$ cat config.mk
export PLATFORM = sky130hd
export DESIGN_NAME = gzip_header_trailer_parser_core_flat
export DESIGN_NICKNAME = d
export VERILOG_FILES = /design/src/rtl/gzht_pkg.sv /design/src/rtl/gzht_in_if.sv /design/src/rtl/gzht_out_if.sv /design/src/rtl/gzht_core_top.sv /design/src/rtl/gzht_hdr_fsm.sv /design/src/rtl/gzht_tail_win.sv /design/src/flat_wrapper.sv
export SDC_FILE = /design/constraint.sdc
export NUM_CORES = 1
export LEC_CHECK = 0
export BUFFER_PORTS_ARGS = -buffer_cell sky130_fd_sc_hd__buf_4
export CORE_MARGIN = 4
export CORE_UTILIZATION = 56
export CTS_BUF_LIST = sky130_fd_sc_hd__clkbuf_4 sky130_fd_sc_hd__clkbuf_8
export CTS_CLUSTER_DIAMETER = 200
export DETAILED_ROUTE_END_ITERATION = 16
export PLACE_DENSITY = 0.84
export SYNTH_ARGS = -nofsm -noshare
export SYNTH_HDL_FRONTEND = slang
export SYNTH_HIERARCHICAL = 1
export SYNTH_SLANG_ARGS = --single-unit
$ cat constraint.sdc
create_clock -name i_clk -period 7.5 [get_ports i_clk]
set_input_delay 0.75 -clock i_clk [delete_from_list [all_inputs] [get_ports i_clk]]
set_output_delay 0.75 -clock i_clk [all_outputs]
set_load 0.005 [all_outputs]
$ cat src/rtl/gzht_pkg.sv
// ----------------------------------------------------------------------------
// gzht_pkg
// shared types, codes and helpers of the gzip header and trailer parser
// ----------------------------------------------------------------------------
package gzht_pkg;

    // default width of the byte position counters
    localparam int OFFSET_BITS_DEF = 32;

    // magic bytes, method and flag masks
    localparam logic [7:0] MAGIC_ID1      = 8'h1f;
    localparam logic [7:0] MAGIC_ID2      = 8'h8b;
    localparam logic [7:0] METHOD_DEFLATE = 8'h08;
    localparam logic [4:0] FLG_MASK       = 5'h1f;
    localparam int         FLG_BIT_HCRC   = 1;
    localparam int         FLG_BIT_EXTRA  = 2;
    localparam int         FLG_BIT_NAME   = 3;
    localparam int         FLG_BIT_CMNT   = 4;

    // fixed header field length after the flag byte (mtime, xfl, os)
    localparam logic [15:0] FIXED_SKIP = 16'd6;
    // trailer length (crc32 and isize)
    localparam int TRAILER_BYTES = 8;

    typedef enum logic [1:0] {
        ST_OK         = 2'd0,
        ST_BAD_MAGIC  = 2'd1,
        ST_BAD_METHOD = 2'd2,
        ST_TRUNCATED  = 2'd3
    } t_status;

    typedef enum logic [3:0] {
        PH_MAGIC0  = 4'd0,
        PH_MAGIC1  = 4'd1,
        PH_METHOD  = 4'd2,
        PH_FLAGS   = 4'd3,
        PH_SKIP6   = 4'd4,
        PH_XLEN0   = 4'd5,
        PH_XLEN1   = 4'd6,
        PH_EXTRA   = 4'd7,
        PH_NAME    = 4'd8,
        PH_COMMENT = 4'd9,
        PH_HCRC0   = 4'd10,
        PH_HCRC1   = 4'd11,
        PH_BODY    = 4'd12,
        PH_FAIL    = 4'd13
    } t_phase;

    // header summary handed from the parser to the top level
    typedef struct packed {
        t_phase      phase;
        t_status     status;
        logic [7:0]  method;
        logic [31:0] header_length;
        logic [31:0] compressed_length;
    } t_hdr_res;

    // clamp a length to 32 bits
    function automatic logic [31:0] f_sat32(input logic [63:0] v);
        logic [31:0] r;
        if (v > 64'h0000_0000_ffff_ffff) begin
            r = 32'hffff_ffff;
        end else begin
            r = v[31:0];
        end
        return r;
    endfunction

endpackage

$ cat src/rtl/gzht_in_if.sv
// ----------------------------------------------------------------------------
// gzht_in_if
// byte stream channel into the parser, valid/ready handshake
// ----------------------------------------------------------------------------
interface gzht_in_if;
    logic       valid;
    logic       ready;
    logic [7:0] data_byte;
    logic       last_byte;

    modport source (output valid, output data_byte, output last_byte, input ready);
    modport sink   (input valid, input data_byte, input last_byte, output ready);
endinterface

$ cat src/rtl/gzht_out_if.sv
// ----------------------------------------------------------------------------
// gzht_out_if
// result channel out of the parser, valid/ready handshake
// ----------------------------------------------------------------------------
interface gzht_out_if;
    logic        valid;
    logic        ready;
    logic [1:0]  status;
    logic [7:0]  method;
    logic [31:0] header_length;
    logic [31:0] compressed_length;
    logic [31:0] crc_value;
    logic [31:0] uncompressed_length;

    modport source (
        output valid, output status, output method, output header_length,
        output compressed_length, output crc_value, output uncompressed_length,
        input ready
    );
    modport sink (
        input valid, input status, input method, input header_length,
        input compressed_length, input crc_value, input uncompressed_length,
        output ready
    );
endinterface

$ cat src/rtl/gzht_core_top.sv
// ----------------------------------------------------------------------------
// gzip_header_trailer_parser_core
// streaming gzip header walker with trailer extraction, one byte per item
// ----------------------------------------------------------------------------
// path: a final byte passes the input register and then loads the result register
// throughput: one byte per cycle, set by the single-step header walker
// a full result register stalls only a final byte; other bytes keep flowing
// reset: synchronous active-low i_rst_n clears the walker and both valid flags
// the walker also returns to its reset state after every final byte
module gzip_header_trailer_parser_core #(
    parameter int OFFSET_BITS = gzht_pkg::OFFSET_BITS_DEF
) (
    input  logic    i_clk,
    input  logic    i_rst_n,
    gzht_in_if.sink   i_in,
    gzht_out_if.source o_out
);

    // input register
    logic       r_in_vld;
    logic [7:0] r_in_byte;
    logic       r_in_last;

    // result register
    logic              r_out_vld;
    gzht_pkg::t_status r_out_status;
    logic [7:0]        r_out_method;
    logic [31:0]       r_out_hlen;
    logic [31:0]       r_out_clen;
    logic [31:0]       r_out_crc;
    logic [31:0]       r_out_isize;

    logic               step;
    gzht_pkg::t_hdr_res hdr_res;
    logic [31:0]        win_crc;
    logic [31:0]        win_isize;
    logic               res_ok;

    // the buffered item moves on unless it is a final byte facing a full result slot
    assign step       = r_in_vld && (!r_in_last || !r_out_vld || o_out.ready);
    assign i_in.ready = !r_in_vld || step;

    always_ff @(posedge i_clk) begin
        if (!i_rst_n) begin
            r_in_vld <= 1'b0;
        end else if (i_in.ready) begin
            r_in_vld <= i_in.valid;
        end
    end

    always_ff @(posedge i_clk) begin
        if (i_in.valid && i_in.ready) begin
            r_in_byte <= i_in.data_byte;
            r_in_last <= i_in.last_byte;
        end
    end

    // header walker, positions and status
    gzht_hdr_fsm #(
        .OFFSET_BITS (OFFSET_BITS)
    ) u_hdr_fsm (
        .i_clk   (i_clk),
        .i_rst_n (i_rst_n),
        .i_step  (step),
        .i_byte  (r_in_byte),
        .i_last  (r_in_last),
        .o_res   (hdr_res)
    );

    // trailer window
    gzht_tail_win u_tail_win (
        .i_clk   (i_clk),
        .i_step  (step),
        .i_byte  (r_in_byte),
        .o_crc   (win_crc),
        .o_isize (win_isize)
    );

    // trailer fields only reported on a good file
    assign res_ok = (hdr_res.status == gzht_pkg::ST_OK);

    always_ff @(posedge i_clk) begin
        if (!i_rst_n) begin
            r_out_vld <= 1'b0;
        end else if (step && r_in_last) begin
            r_out_vld <= 1'b1;
        end else if (o_out.ready) begin
            r_out_vld <= 1'b0;
        end
    end

    always_ff @(posedge i_clk) begin
        if (step && r_in_last) begin
            r_out_status <= hdr_res.status;
            r_out_method <= hdr_res.method;
            r_out_hlen   <= hdr_res.header_length;
            r_out_clen   <= hdr_res.compressed_length;
            r_out_crc    <= res_ok ? win_crc : 32'h0;
            r_out_isize  <= res_ok ? win_isize : 32'h0;
        end
    end

    assign o_out.valid               = r_out_vld;
    assign o_out.status              = r_out_status;
    assign o_out.method              = r_out_method;
    assign o_out.header_length       = r_out_hlen;
    assign o_out.compressed_length   = r_out_clen;
    assign o_out.crc_value           = r_out_crc;
    assign o_out.uncompressed_length = r_out_isize;

`ifndef NO_ASSERTIONS
    // a failed file reports no lengths and no trailer
    a_err_zero: assert property (@(posedge i_clk) disable iff (!i_rst_n)
        o_out.valid && o_out.status != gzht_pkg::ST_OK |->
            o_out.header_length == 32'h0 && o_out.compressed_length == 32'h0 &&
            o_out.crc_value == 32'h0 && o_out.uncompressed_length == 32'h0)
        else $error("nonzero fields on a failed result");

    // a final byte never overwrites a result that is still waiting
    a_no_overwrite: assert property (@(posedge i_clk) disable iff (!i_rst_n)
        step && r_in_last |-> !r_out_vld || o_out.ready)
        else $error("result overwritten while stalled");

    // the walker starts over at the magic bytes after each file
    a_restart: assert property (@(posedge i_clk) disable iff (!i_rst_n)
        step && r_in_last |=> hdr_res.phase == gzht_pkg::PH_MAGIC0)
        else $error("walker did not restart after final byte");

    // a raised result always comes from a final byte taken the cycle before
    a_out_src: assert property (@(posedge i_clk) disable iff (!i_rst_n)
        $rose(r_out_vld) |-> $past(step && r_in_last))
        else $error("result raised without a final byte");
`endif

endmodule

$ cat src/rtl/gzht_hdr_fsm.sv
// ----------------------------------------------------------------------------
// gzht_hdr_fsm
// header walker: phase, flags, skip counter, positions and final status
// ----------------------------------------------------------------------------
module gzht_hdr_fsm #(
    parameter int OFFSET_BITS = gzht_pkg::OFFSET_BITS_DEF
) (
    input  logic               i_clk,
    input  logic               i_rst_n,
    input  logic               i_step,
    input  logic [7:0]         i_byte,
    input  logic               i_last,
    output gzht_pkg::t_hdr_res o_res
);

    gzht_pkg::t_phase  r_phase, n_phase;
    gzht_pkg::t_status r_err, n_err;
    logic [4:0]             r_flags, n_flags;
    logic [7:0]             r_method, n_method;
    logic [15:0]            r_skip, n_skip;
    logic [OFFSET_BITS-1:0] r_pos, n_pos;
    logic [OFFSET_BITS-1:0] r_hend, n_hend;
    logic [OFFSET_BITS-1:0] r_body, n_body;
    logic                   adv;
    gzht_pkg::t_phase       adv_from;
    logic                   body_ok;
    logic [OFFSET_BITS-1:0] clen;

    // first enabled header section at or after 'from'
    function automatic gzht_pkg::t_phase f_next_sect(input gzht_pkg::t_phase from,
                                                     input logic [4:0] flags);
        gzht_pkg::t_phase p;
        if (from <= gzht_pkg::PH_XLEN0 && flags[gzht_pkg::FLG_BIT_EXTRA]) begin
            p = gzht_pkg::PH_XLEN0;
        end else if (from <= gzht_pkg::PH_NAME && flags[gzht_pkg::FLG_BIT_NAME]) begin
            p = gzht_pkg::PH_NAME;
        end else if (from <= gzht_pkg::PH_COMMENT && flags[gzht_pkg::FLG_BIT_CMNT]) begin
            p = gzht_pkg::PH_COMMENT;
        end else if (from <= gzht_pkg::PH_HCRC0 && flags[gzht_pkg::FLG_BIT_HCRC]) begin
            p = gzht_pkg::PH_HCRC0;
        end else begin
            p = gzht_pkg::PH_BODY;
        end
        return p;
    endfunction

    always_comb begin
        n_phase  = r_phase;
        n_err    = r_err;
        n_flags  = r_flags;
        n_method = r_method;
        n_skip   = r_skip;
        n_hend   = r_hend;
        n_body   = r_body;
        n_pos    = (&r_pos) ? r_pos : r_pos + 1'b1;
        adv      = 1'b0;
        adv_from = gzht_pkg::PH_BODY;

        case (r_phase)
            gzht_pkg::PH_MAGIC0: begin
                if (i_byte != gzht_pkg::MAGIC_ID1) begin
                    n_err   = gzht_pkg::ST_BAD_MAGIC;
                    n_phase = gzht_pkg::PH_FAIL;
                end else begin
                    n_phase = gzht_pkg::PH_MAGIC1;
                end
            end
            gzht_pkg::PH_MAGIC1: begin
                if (i_byte != gzht_pkg::MAGIC_ID2) begin
                    n_err   = gzht_pkg::ST_BAD_MAGIC;
                    n_phase = gzht_pkg::PH_FAIL;
                end else begin
                    n_phase = gzht_pkg::PH_METHOD;
                end
            end
            gzht_pkg::PH_METHOD: begin
                n_method = i_byte;
                n_phase  = gzht_pkg::PH_FLAGS;
            end
            gzht_pkg::PH_FLAGS: begin
                n_flags = i_byte[4:0] & gzht_pkg::FLG_MASK;
                if (r_method != gzht_pkg::METHOD_DEFLATE) begin
                    n_err   = gzht_pkg::ST_BAD_METHOD;
                    n_phase = gzht_pkg::PH_FAIL;
                end else begin
                    n_skip  = gzht_pkg::FIXED_SKIP;
                    n_phase = gzht_pkg::PH_SKIP6;
                end
            end
            gzht_pkg::PH_SKIP6: begin
                n_skip   = r_skip - 1'b1;
                adv      = (n_skip == '0);
                adv_from = gzht_pkg::PH_XLEN0;
            end
            gzht_pkg::PH_XLEN0: begin
                n_skip  = {8'h00, i_byte};
                n_phase = gzht_pkg::PH_XLEN1;
            end
            gzht_pkg::PH_XLEN1: begin
                n_skip   = {i_byte, r_skip[7:0]};
                adv_from = gzht_pkg::PH_NAME;
                if (n_skip == '0) begin
                    adv = 1'b1;
                end else begin
                    n_phase = gzht_pkg::PH_EXTRA;
                end
            end
            gzht_pkg::PH_EXTRA: begin
                n_skip   = r_skip - 1'b1;
                adv      = (n_skip == '0);
                adv_from = gzht_pkg::PH_NAME;
            end
            gzht_pkg::PH_NAME: begin
                adv      = (i_byte == 8'h00);
                adv_from = gzht_pkg::PH_COMMENT;
            end
            gzht_pkg::PH_COMMENT: begin
                adv      = (i_byte == 8'h00);
                adv_from = gzht_pkg::PH_HCRC0;
            end
            gzht_pkg::PH_HCRC0: begin
                n_phase = gzht_pkg::PH_HCRC1;
            end
            gzht_pkg::PH_HCRC1: begin
                adv      = 1'b1;
                adv_from = gzht_pkg::PH_BODY;
            end
            gzht_pkg::PH_BODY: begin
                // distance from header end grows until the position saturates
                n_body = r_body + {{(OFFSET_BITS-1){1'b0}}, ~(&r_pos)};
            end
            default: begin
                n_phase = gzht_pkg::PH_FAIL;
            end
        endcase

        if (adv) begin
            n_phase = f_next_sect(adv_from, r_flags);
            if (n_phase == gzht_pkg::PH_BODY) begin
                n_hend = n_pos;
                n_body = '0;
            end
        end
    end

    // final status from the updated state
    assign body_ok = (n_body[OFFSET_BITS-1:3] != '0);
    assign clen    = n_body - OFFSET_BITS'(gzht_pkg::TRAILER_BYTES);

    always_comb begin
        o_res.phase             = r_phase;
        o_res.method            = n_method;
        o_res.header_length     = '0;
        o_res.compressed_length = '0;
        if (n_err != gzht_pkg::ST_OK) begin
            o_res.status = n_err;
        end else if (n_phase != gzht_pkg::PH_BODY || !body_ok) begin
            o_res.status = gzht_pkg::ST_TRUNCATED;
        end else begin
            o_res.status            = gzht_pkg::ST_OK;
            o_res.header_length     = gzht_pkg::f_sat32(64'(n_hend));
            o_res.compressed_length = gzht_pkg::f_sat32(64'(clen));
        end
    end

    always_ff @(posedge i_clk) begin
        if (!i_rst_n || (i_step && i_last)) begin
            r_phase  <= gzht_pkg::PH_MAGIC0;
            r_err    <= gzht_pkg::ST_OK;
            r_flags  <= '0;
            r_method <= '0;
            r_skip   <= '0;
            r_pos    <= '0;
            r_hend   <= '0;
            r_body   <= '0;
        end else if (i_step) begin
            r_phase  <= n_phase;
            r_err    <= n_err;
            r_flags  <= n_flags;
            r_method <= n_method;
            r_skip   <= n_skip;
            r_pos    <= n_pos;
            r_hend   <= n_hend;
            r_body   <= n_body;
        end
    end

endmodule

$ cat src/rtl/gzht_tail_win.sv
// ----------------------------------------------------------------------------
// gzht_tail_win
// eight-byte window of the newest bytes, trailer fields reassembled
// ----------------------------------------------------------------------------
module gzht_tail_win (
    input  logic        i_clk,
    input  logic        i_step,
    input  logic [7:0]  i_byte,
    output logic [31:0] o_crc,
    output logic [31:0] o_isize
);

    logic [63:0] r_win;
    logic [63:0] n_win;

    // newest byte in the low bits
    assign n_win = {r_win[55:0], i_byte};

    // little-endian: oldest trailer byte is the least significant
    assign o_crc   = {n_win[39:32], n_win[47:40], n_win[55:48], n_win[63:56]};
    assign o_isize = {n_win[7:0], n_win[15:8], n_win[23:16], n_win[31:24]};

    always_ff @(posedge i_clk) begin
        if (i_step) begin
            r_win <= n_win;
        end
    end

endmodule
$ cat src/flat_wrapper.sv
// flat-port wrapper written by rule: the top's interface ports become plain ports
module gzip_header_trailer_parser_core_flat 
#(
    parameter int OFFSET_BITS = gzht_pkg::OFFSET_BITS_DEF
)
  (i_clk, i_rst_n, i_in_valid, i_in_data_byte, i_in_last_byte, i_in_ready, o_out_valid, o_out_status, o_out_method, o_out_header_length, o_out_compressed_length, o_out_crc_value, o_out_uncompressed_length, o_out_ready);
  gzht_in_if i_in_i ();
  gzht_out_if o_out_i ();
  input  logic i_clk;
  input  logic i_rst_n;
  input wire logic [$bits(i_in_i.valid)-1:0] i_in_valid;
  input wire logic [$bits(i_in_i.data_byte)-1:0] i_in_data_byte;
  input wire logic [$bits(i_in_i.last_byte)-1:0] i_in_last_byte;
  output wire logic [$bits(i_in_i.ready)-1:0] i_in_ready;
  output wire logic [$bits(o_out_i.valid)-1:0] o_out_valid;
  output wire logic [$bits(o_out_i.status)-1:0] o_out_status;
  output wire logic [$bits(o_out_i.method)-1:0] o_out_method;
  output wire logic [$bits(o_out_i.header_length)-1:0] o_out_header_length;
  output wire logic [$bits(o_out_i.compressed_length)-1:0] o_out_compressed_length;
  output wire logic [$bits(o_out_i.crc_value)-1:0] o_out_crc_value;
  output wire logic [$bits(o_out_i.uncompressed_length)-1:0] o_out_uncompressed_length;
  input wire logic [$bits(o_out_i.ready)-1:0] o_out_ready;
  assign i_in_i.valid = i_in_valid;
  assign i_in_i.data_byte = i_in_data_byte;
  assign i_in_i.last_byte = i_in_last_byte;
  assign i_in_ready = i_in_i.ready;
  assign o_out_valid = o_out_i.valid;
  assign o_out_status = o_out_i.status;
  assign o_out_method = o_out_i.method;
  assign o_out_header_length = o_out_i.header_length;
  assign o_out_compressed_length = o_out_i.compressed_length;
  assign o_out_crc_value = o_out_i.crc_value;
  assign o_out_uncompressed_length = o_out_i.uncompressed_length;
  assign o_out_i.ready = o_out_ready;
  gzip_header_trailer_parser_core #(.OFFSET_BITS(OFFSET_BITS)) u_core (.i_clk(i_clk), .i_rst_n(i_rst_n), .i_in(i_in_i), .o_out(o_out_i));
endmodule
==> metrics, run 1 <==
drt wl/cell=17.6 um; Slew Limit Fails=0; Reg power frac=51.7%; I/O Pins=153; most used routing layer=met2; Pwr per Cell Area=211 nW/um2; Switching Fraction=22.4%; Final WS setup=1.27 ns; slowest stage delay, CP=0.67 ns; total power=3910 uW; maxcap violations=0; Worst Path Required=7.79 ns; clock sinks=335; outcome=complete, no violations; Clock power frac=43.6%; Vias/cell=5.91; Mapped Nets=1576; drt drc=0; met3 usage=3.15%; vias=12300; Die Ht=177 um; Starting Density=57.3%; total CTS buffers=54; Net Sw Power=875 uW; startpoint types=flop; Worst Skew=0.0293 ns; Final period util=83.0%; post-DP HPWL=23.3 mm; CTS tree=built; Hold WC Path Type=in2reg; routing usage on met1=30.2%; fill count=2086; hold_buf cts=0; Seq/Total Area, Yosys=54.4%; post_cts resized=0; nets=1680; Syn. warnings=6; Combinational Power Share=4.6%; kind of end point of the critical path=flop; vias in the first global route=11900; die width=177 um; ANT cells=0; #FFs+latches synth=335; First DRT Iteration DRCs=1219; max_slew headroom=12.9%; top achievable clock speed=0.161 GHz; met2 Use GR=39.2%; Slew @ Worst Pin=1.31 ns; Mapped Area=16100 um2; slowest library cell on the worst path=nor3_1; Die Area=31400 um2; Netlist cell types=86; gp weighted congestion=0.926; Mapped Cells=1556; total routed wirelength=36.6 mm; clock latency on the worst-skew pair=0.59 ns; Area growth syn-to-layout=15.2%; Cell Chain, Critical Path=nand4_1 -> nor3_1 -> nand4_1 -> ha_1 -> ha_1 -> nand2_1 -> or4_1 -> nor3_1 -> xnor2_1 -> nand4_2 -> nor2_1 -> a21oi_1 -> o21ai_4 -> buf_4 -> a211oi_1; htree depth=2; Final ANT Viol Nets=0; post-layout util=66.0%; syn_area_per_cell=10.3 um2; post-CTS setup buffer count=0; Max VDD drop=0.128 mV; pre-CTS WS=1.38 ns; Post-synth EDFFs=203; Non-Filler Instances=2084; placed cell count=1982; RSZ-0062 raised after global routing=false; Critical Path Fanout Max=39; first-pass GRT wire length=59.6 mm; FFs w/ async S/R, synth=0%; Leak Pwr=0.00651 uW; Total GRT Usage=22.9%; fin crit period=6.23 ns; CP Data Arrival Time=6.52 ns; Total Neg Setup Slack=0 ns; clk buf depth=3; Int Power=3030 uW; Hold Vio Cnt, Final=0; Primary FF master, synth=edfxtp_1; share of cells above drive strength 1=20.7%; GRT Residual Overflow=0; FP Rows=61; PortBufs=152; setup violators final=0; largest net degree at the start of global routing=139; drt pass-1 iters=6; Worst-path clk slew=0.06 ns; initial antenna violation count=0; crit path kind=reg2reg; clock root cell=clkbuf_8; core area=28000 um2
==> cell type report <==
cell class	instances	area, um2	area share (%)
multi-input cells	1087	6760	36.6
well taps	378	473	2.56
inverters	16	60.1	0.325
clock buffers	69	900	4.86
clock inverters	33	303	1.64
repair buffers	166	1260	6.81
flip-flops and latches	335	8740	47.2
==> cell usage after synthesis, drive strengths merged, types with 29 or more instances <==
library cell | instances | area, um2
a21oi | 83 | 419
nor3 | 43 | 231
and2 | 78 | 542
o21ai | 58 | 298
a211oi | 63 | 523
clkbuf | 76 | 293
edfxtp | 203 | 6100
nor2 | 212 | 808
nand4 | 29 | 188
nand2 | 99 | 372
nand3 | 53 | 265
xor2 | 67 | 587
xnor2 | 45 | 394
dfxtp | 132 | 2640
buf | 42 | 254
==> power by group through the flow <==
stage | clock network (uW) | registers [uW] | logic (uW)
after floorplan | 0 | 2050 | 114
after global placement | 0 | 2060 | 177
after detailed placement | 0 | 2060 | 181
after CTS | 1730 | 2020 | 181
after global routing | 1830 | 2020 | 198
final | 1700 | 2020 | 181
==> sequential cells by signal, summed over array words and instances, names as in the netlist, 2 cells and up <==
register,cells
u_core/o_out.header_length,32
u_core/u_hdr_fsm/r_flags,4
u_core/u_hdr_fsm/r_pos,32
u_core/o_out.method,8
u_core/u_hdr_fsm/r_skip,16
u_core/o_out.compressed_length,32
u_core/u_hdr_fsm/r_body,32
u_core/u_hdr_fsm/r_method,8
u_core/u_hdr_fsm/r_err,2
u_core/u_hdr_fsm/r_hend,32
u_core/o_out.status,2
u_core/o_out.uncompressed_length,32
u_core/o_out.crc_value,32
u_core/u_tail_win/r_win,56
u_core/u_hdr_fsm/r_phase,4
u_core/r_in_byte,8
==> path summary, 6_finish.rpt <==
| kind | cells past startpoint | slack [ns] | start | end |
|---|---|---|---|---|
| min reg2reg | 0 | 0.43 | u_core/u_tail_win/r_win[0] | u_core/u_tail_win/r_win[8] |
| max reg2reg | 15 | 1.27 | u_core/u_hdr_fsm/r_pos[14] | u_core/o_out.header_length[14] |
| max | 15 | 1.27 | u_core/u_hdr_fsm/r_pos[14] | u_core/o_out.header_length[14] |
| min | 1 | 0.35 | i_in_data_byte[5] | u_core/r_in_byte[5] |
==> routing by layer <==
metal | wire [um] | part of all wire [%]
met1 | 15300 | 42
met2 | 18000 | 49
met3 | 2320 | 6.3
met4 | 998 | 2.7
met5 | 0 | 0
==> logic make-up after synthesis <==
family                   count (synthesis)  synth area share [%]
XOR/XNOR                               112                  6.11
AO/OA/AOI/OAI                          293                  12.1
flip-flops                             335                  54.4
multiplexers                            36                  2.31
AND/OR/NAND/NOR                        639                  20.8
buffers and inverters                  134                  3.78
adder cells (fa/ha/maj)                  7                 0.545
==> placed cells by master (no fill, tap or decap), drive strengths merged, types with 6 or more instances in the layout <==
cell type / count
inv: 17
nand3: 53
a21oi: 83
a22oi: 17
nor3: 43
nor4: 24
a31oi: 11
mux2i: 27
mux2: 9
or3: 21
nand3b: 10
a211oi: 63
dfxtp: 132
and3: 23
and4: 12
o21ai: 58
ha: 7
buf: 166
clkinv: 26
nand2: 99
xor2: 67
o21bai: 6
xnor2: 45
nand4: 29
nor2: 212
edfxtp: 203
clkbuf: 69
and2: 78
o211ai: 8
==> worst max-delay path: cells and delay by family (launching register included) <==
family,cells,cell delay [ns]
and+or+nand+nor,8,2.73
xor gates and xnor gates,1,0.40
DFF,1,0.48
buffers and inverters,1,0.57
adders and majority gates,2,0.75
AOI/OAI and AO/OA,3,0.94
==> through the flow <==
step           instance area [um2]  hold WS, ns
5_1_grt                      18500        0.310
4_1_cts                      18500        0.317
3_3_place_gp                 17300        0.420
2_1_floorplan                16100        0.417
6_report                     18500        0.348
3_5_place_dp                 17300        0.423
No activity file was read; power rests on OpenSTA's default activity.
==> run 2: changes to the inputs <==
Settings changed: CORE_UTILIZATION 56 to 60, PLACE_DENSITY 0.84 to 0.86.
Clock period 7.5 ns to 6.2 ns, I/O delays scaled along.
==> run 2 against run 1 <==
Against the previous run:
- design area shrank 0.80%
- non-clock buffer count grew 7
- setup slack worse by 0.63 ns
- critical path type unchanged
- first-iteration DRC count increased by 2.4%
- sequential power grew 21%
- critical path depth up 2
- worst hold slack worse by 0.12 ns
- die area decreased by 6.4%
- highest routed layer unchanged
==> metrics, run 2 (synthesis results as in run 1) <==
outcome=complete, no violations; post_cts resized=0; setup violators final=0; Leak Pwr=0.00649 uW; initial antenna violation count=0; RSZ-0062 raised after global routing=false; largest net degree at the start of global routing=88; first-pass GRT wire length=59.7 mm; Critical Path Fanout Max=64; Starting Density=61.3%; Worst-path clk slew=0.06 ns; vias in the first global route=11800; CP Data Arrival Time=5.88 ns; fin crit period=5.56 ns; Hold Vio Cnt, Final=0; routing usage on met1=32.5%; Multi-input gate area=6760 um2; clk buf depth=3; Total Neg Setup Slack=0 ns; Worst Skew=0.0203 ns; Hold WC Path Type=in2reg; Die Ht=172 um; Max VDD drop=0.181 mV; Seq. cell area=8740 um2; fill count=1847; Vias/cell=6.03; CTS tree=built; top achievable clock speed=0.180 GHz; core area=26200 um2; clock latency on the worst-skew pair=0.58 ns; Die Area=29400 um2; GRT Residual Overflow=0; clock root cell=clkbuf_8; I/O Pins=153; FP Rows=59; die width=172 um; total routed wirelength=37.1 mm; ANT cells=0; most used routing layer=met2; drt drc=0; crit path kind=reg2reg; PortBufs=152; maxcap violations=0; htree depth=2; gp weighted congestion=0.921; pre-CTS WS=0.756 ns; met2 Use GR=42.3%; most common cell after layout, fill and taps aside=nor2_1; kind of end point of the critical path=flop; First DRT Iteration DRCs=1248; Final WS setup=0.643 ns; Worst Path Required=6.52 ns; clock sinks=335; hold_buf cts=0; drt pass-1 iters=5; Total GRT Usage=24.7%; Largest Register=u_core/u_tail_win/r_win; Slew @ Worst Pin=1.24 ns; post-CTS setup buffer count=0; post-DP HPWL=23.5 mm; total CTS buffers=52; nets=1685; met3 usage=3.65%; share of cells above drive strength 1=21.2%; Slew Limit Fails=0; Final ANT Viol Nets=0; Area growth syn-to-layout=14.3%; max reg flops=56; startpoint types=flop; Pwr per Cell Area=247 nW/um2; most frequent cells in the layout=nor2_1, edfxtp_1, buf_4; Final period util=89.6%; vias=12300; max_slew headroom=17.3%; drt wl/cell=18.2 um
run 2: critical path, stage by stage, from the launching register on:
cell,delay [ns]
dfxtp_1,0.40
nand4_1,0.22
nor3_1,0.09
buf_4,0.16
nand4_1,0.10
buf_4,0.18
ha_1,0.20
ha_1,0.35
nand2_1,0.16
or4_1,0.69
nor3_1,0.31
xnor2_1,0.27
nand4_2,0.32
nor2_1,0.24
a21oi_1,0.18
o41ai_1,0.70
nor2_4,0.36
and2_2,0.33
run 2: layout make-up:
cell class / instances / share of cell area, %
flip-flops and latches: 335 / 47.6
multi-input cells: 1087 / 36.9
repair buffers: 173 / 7.08
clock buffers: 82 / 5.23
well taps: 335 / 2.28
clock inverters: 12 / 0.593
inverters: 16 / 0.327
run 2: metrics by stage:
stage	power [uW]	utilization [%]	area [um2]	hold slack, ns	instances
final	4530	70.0	18300	0.226	2040
after global routing	4700	70.0	18300	0.198	2040
after CTS	4560	70.0	18300	0.191	2040
after detailed placement	2710	65.9	17300	0.425	1946
after global placement	2700	65.9	17300	0.420	1946
after floorplan	2620	-	16100	0.417	1556
run 2: per-layer routing:
| metal | share of wire [%] | wire length, um | vias to the layer above |
|---|---|---|---|
| li1 | - | - | 5850 |
| met1 | 41 | 15300 | 5860 |
| met2 | 49 | 18200 | 504 |
| met3 | 6.9 | 2550 | 85 |
| met4 | 2.9 | 1060 | 0 |
| met5 | 0 | 0 | - |
run 2: path summary, 6_finish.rpt:
path	startpoint	endpoint	slack, ns	depth (start not counted)
max	u_core/u_hdr_fsm/r_pos[14]	u_core/o_out.crc_value[24]	0.64	17
min	i_in_data_byte[7]	u_core/r_in_byte[7]	0.23	1
max reg2reg	u_core/u_hdr_fsm/r_pos[14]	u_core/o_out.crc_value[24]	0.64	17
min reg2reg	u_core/u_tail_win/r_win[31]	u_core/u_tail_win/r_win[39]	0.43	0
run 2: where the power goes:
part           switching [uW]  internal, uW  leakage (uW)
logic                     140          86.8       0.00299
registers                32.5          2410       0.00293
clock network             829          1030      0.000569
total                    1000          3530       0.00649
==> run 3: changes to the inputs <==
Settings changed: BUFFER_PORTS_ARGS -buffer_cell sky130_fd_sc_hd__buf_4 to not set, DONT_BUFFER_PORTS set to 1, PLACE_DENSITY 0.86 to 0.81.
==> run 3 against run 2 <==
Against the previous run:
- highest routed layer unchanged
- largest cell class unchanged
- critical endpoint is now u_core/o_out.crc_value[29]
- clock power is 6% higher
- final cell count is 7.2% lower
- worst hold slack worse by 0.085 ns
- largest power group unchanged
- first-iteration DRC count is 11% lower
- via count is 6.2% lower
==> metrics, run 3 (synthesis results as in run 1) <==
most common cell after layout, fill and taps aside=nor2_1; setup violators final=0; htree depth=2; Pwr per Cell Area=266 nW/um2; outcome=complete, no violations; RSZ-0062 raised after global routing=false; post-DP HPWL=21.7 mm; core area=26200 um2; die width=172 um; drt wl/cell=18.2 um; Hold Vio Cnt, Final=0; clock latency on the worst-skew pair=0.58 ns; Final WS setup=0.755 ns; post_cts resized=0; Die Ht=172 um; gp weighted congestion=0.930; PortBufs=0; Slew @ Worst Pin=1.23 ns; Worst Skew=0.0194 ns; top achievable clock speed=0.184 GHz; Final ANT Viol Nets=0; Die Area=29400 um2; First DRT Iteration DRCs=1113; Leak Pwr=0.00583 uW; fill count=1953; startpoint types=flop; CP Data Arrival Time=5.77 ns; vias=11500; kind of end point of the critical path=flop; placed inst area=16100 um2; total CTS buffers=53; Largest Register=u_core/u_tail_win/r_win; max_slew headroom=17.9%; first-pass GRT wire length=55.6 mm; most frequent cells in the layout=nor2_1, edfxtp_1, dfxtp_1; CTS tree=built; clock root cell=clkbuf_8; Final period util=87.8%; initial antenna violation count=0; Max VDD drop=0.162 mV; Critical Path Fanout Max=64; Slew Limit Fails=0; Worst-path clk slew=0.06 ns; pre-CTS WS=0.768 ns; Starting Density=61.3%; clock sinks=335; crit path kind=reg2reg; FP Rows=59; vias in the first global route=11000; maxcap violations=0; nets=1533; post-CTS setup buffer count=0; fin crit period=5.45 ns; largest net degree at the start of global routing=139; Total GRT Usage=22.9%; drt pass-1 iters=6; ANT cells=0; hold_buf cts=0; GRT Residual Overflow=0; Worst Path Required=6.52 ns; I/O Pins=153; max reg flops=56; Area growth syn-to-layout=7.88%; share of cells above drive strength 1=13.9%; total routed wirelength=34.4 mm; clk buf depth=3; Vias/cell=6.09; Total Neg Setup Slack=0 ns; design area=17300 um2; Hold WC Path Type=in2reg; drt drc=0
-- run 3: final cells by class --
class,instances,area (um2),share of cell area (%)
Multi-Input combinational cell,1087,6760,39.0
Timing Repair Buffer,20,163,0.939
Sequential cell,335,8740,50.5
Clock inverter,16,128,0.737
Clock buffer,84,1050,6.06
Inverter,16,60.1,0.347
Tap cell,335,419,2.42
-- run 3: layer usage --
metal	up-vias	part of all wire [%]	GRT usage, %
met2	390	48	38.3
met5	-	0	0
met3	71	6.8	5.22
met1	5528	43	29.8
met4	0	2.4	7.65
li1	5544	-	-
-- run 3: metrics by stage --
step,total power [uW],cells,util [%],hold WS [ns]
floorplan,2620,1556,-,0.417
global placement,2660,1793,61.6,0.420
detailed placement,2670,1793,61.6,0.425
CTS,4650,1893,66.1,0.103
global route,4790,1893,66.1,0.101
finish,4600,1893,66.1,0.141
-- run 3: power breakdown --
group,internal [uW],switching (uW)
logic,52.9,120
registers,2410,38.0
clock network,1130,855
total,3590,1010
-- run 3: critical path, cell delays in order, from the launching register on --
cell	delay [ns]
dfxtp_1	0.38
and3_1	0.24
and4_1	0.26
nand4_1	0.08
buf_4	0.18
ha_1	0.21
ha_1	0.37
nand2_1	0.16
or4_1	0.67
nor3_1	0.28
xnor2_1	0.27
nand4_2	0.33
nor2_1	0.24
a21oi_1	0.16
o41ai_1	0.69
nor2_4	0.06
buf_4	0.29
and2_2	0.27
-- run 3: path summary, 6_finish.rpt --
path	startpoint	end	slack, ns	cells past startpoint
hold reg to reg	u_core/u_tail_win/r_win[2]	u_core/u_tail_win/r_win[10]	0.44	0
setup / recovery	u_core/u_hdr_fsm/r_pos[9]	u_core/o_out.crc_value[29]	0.75	17
setup reg to reg	u_core/u_hdr_fsm/r_pos[9]	u_core/o_out.crc_value[29]	0.75	17
hold / removal	i_in_data_byte[3]	u_core/r_in_byte[3]	0.14	0
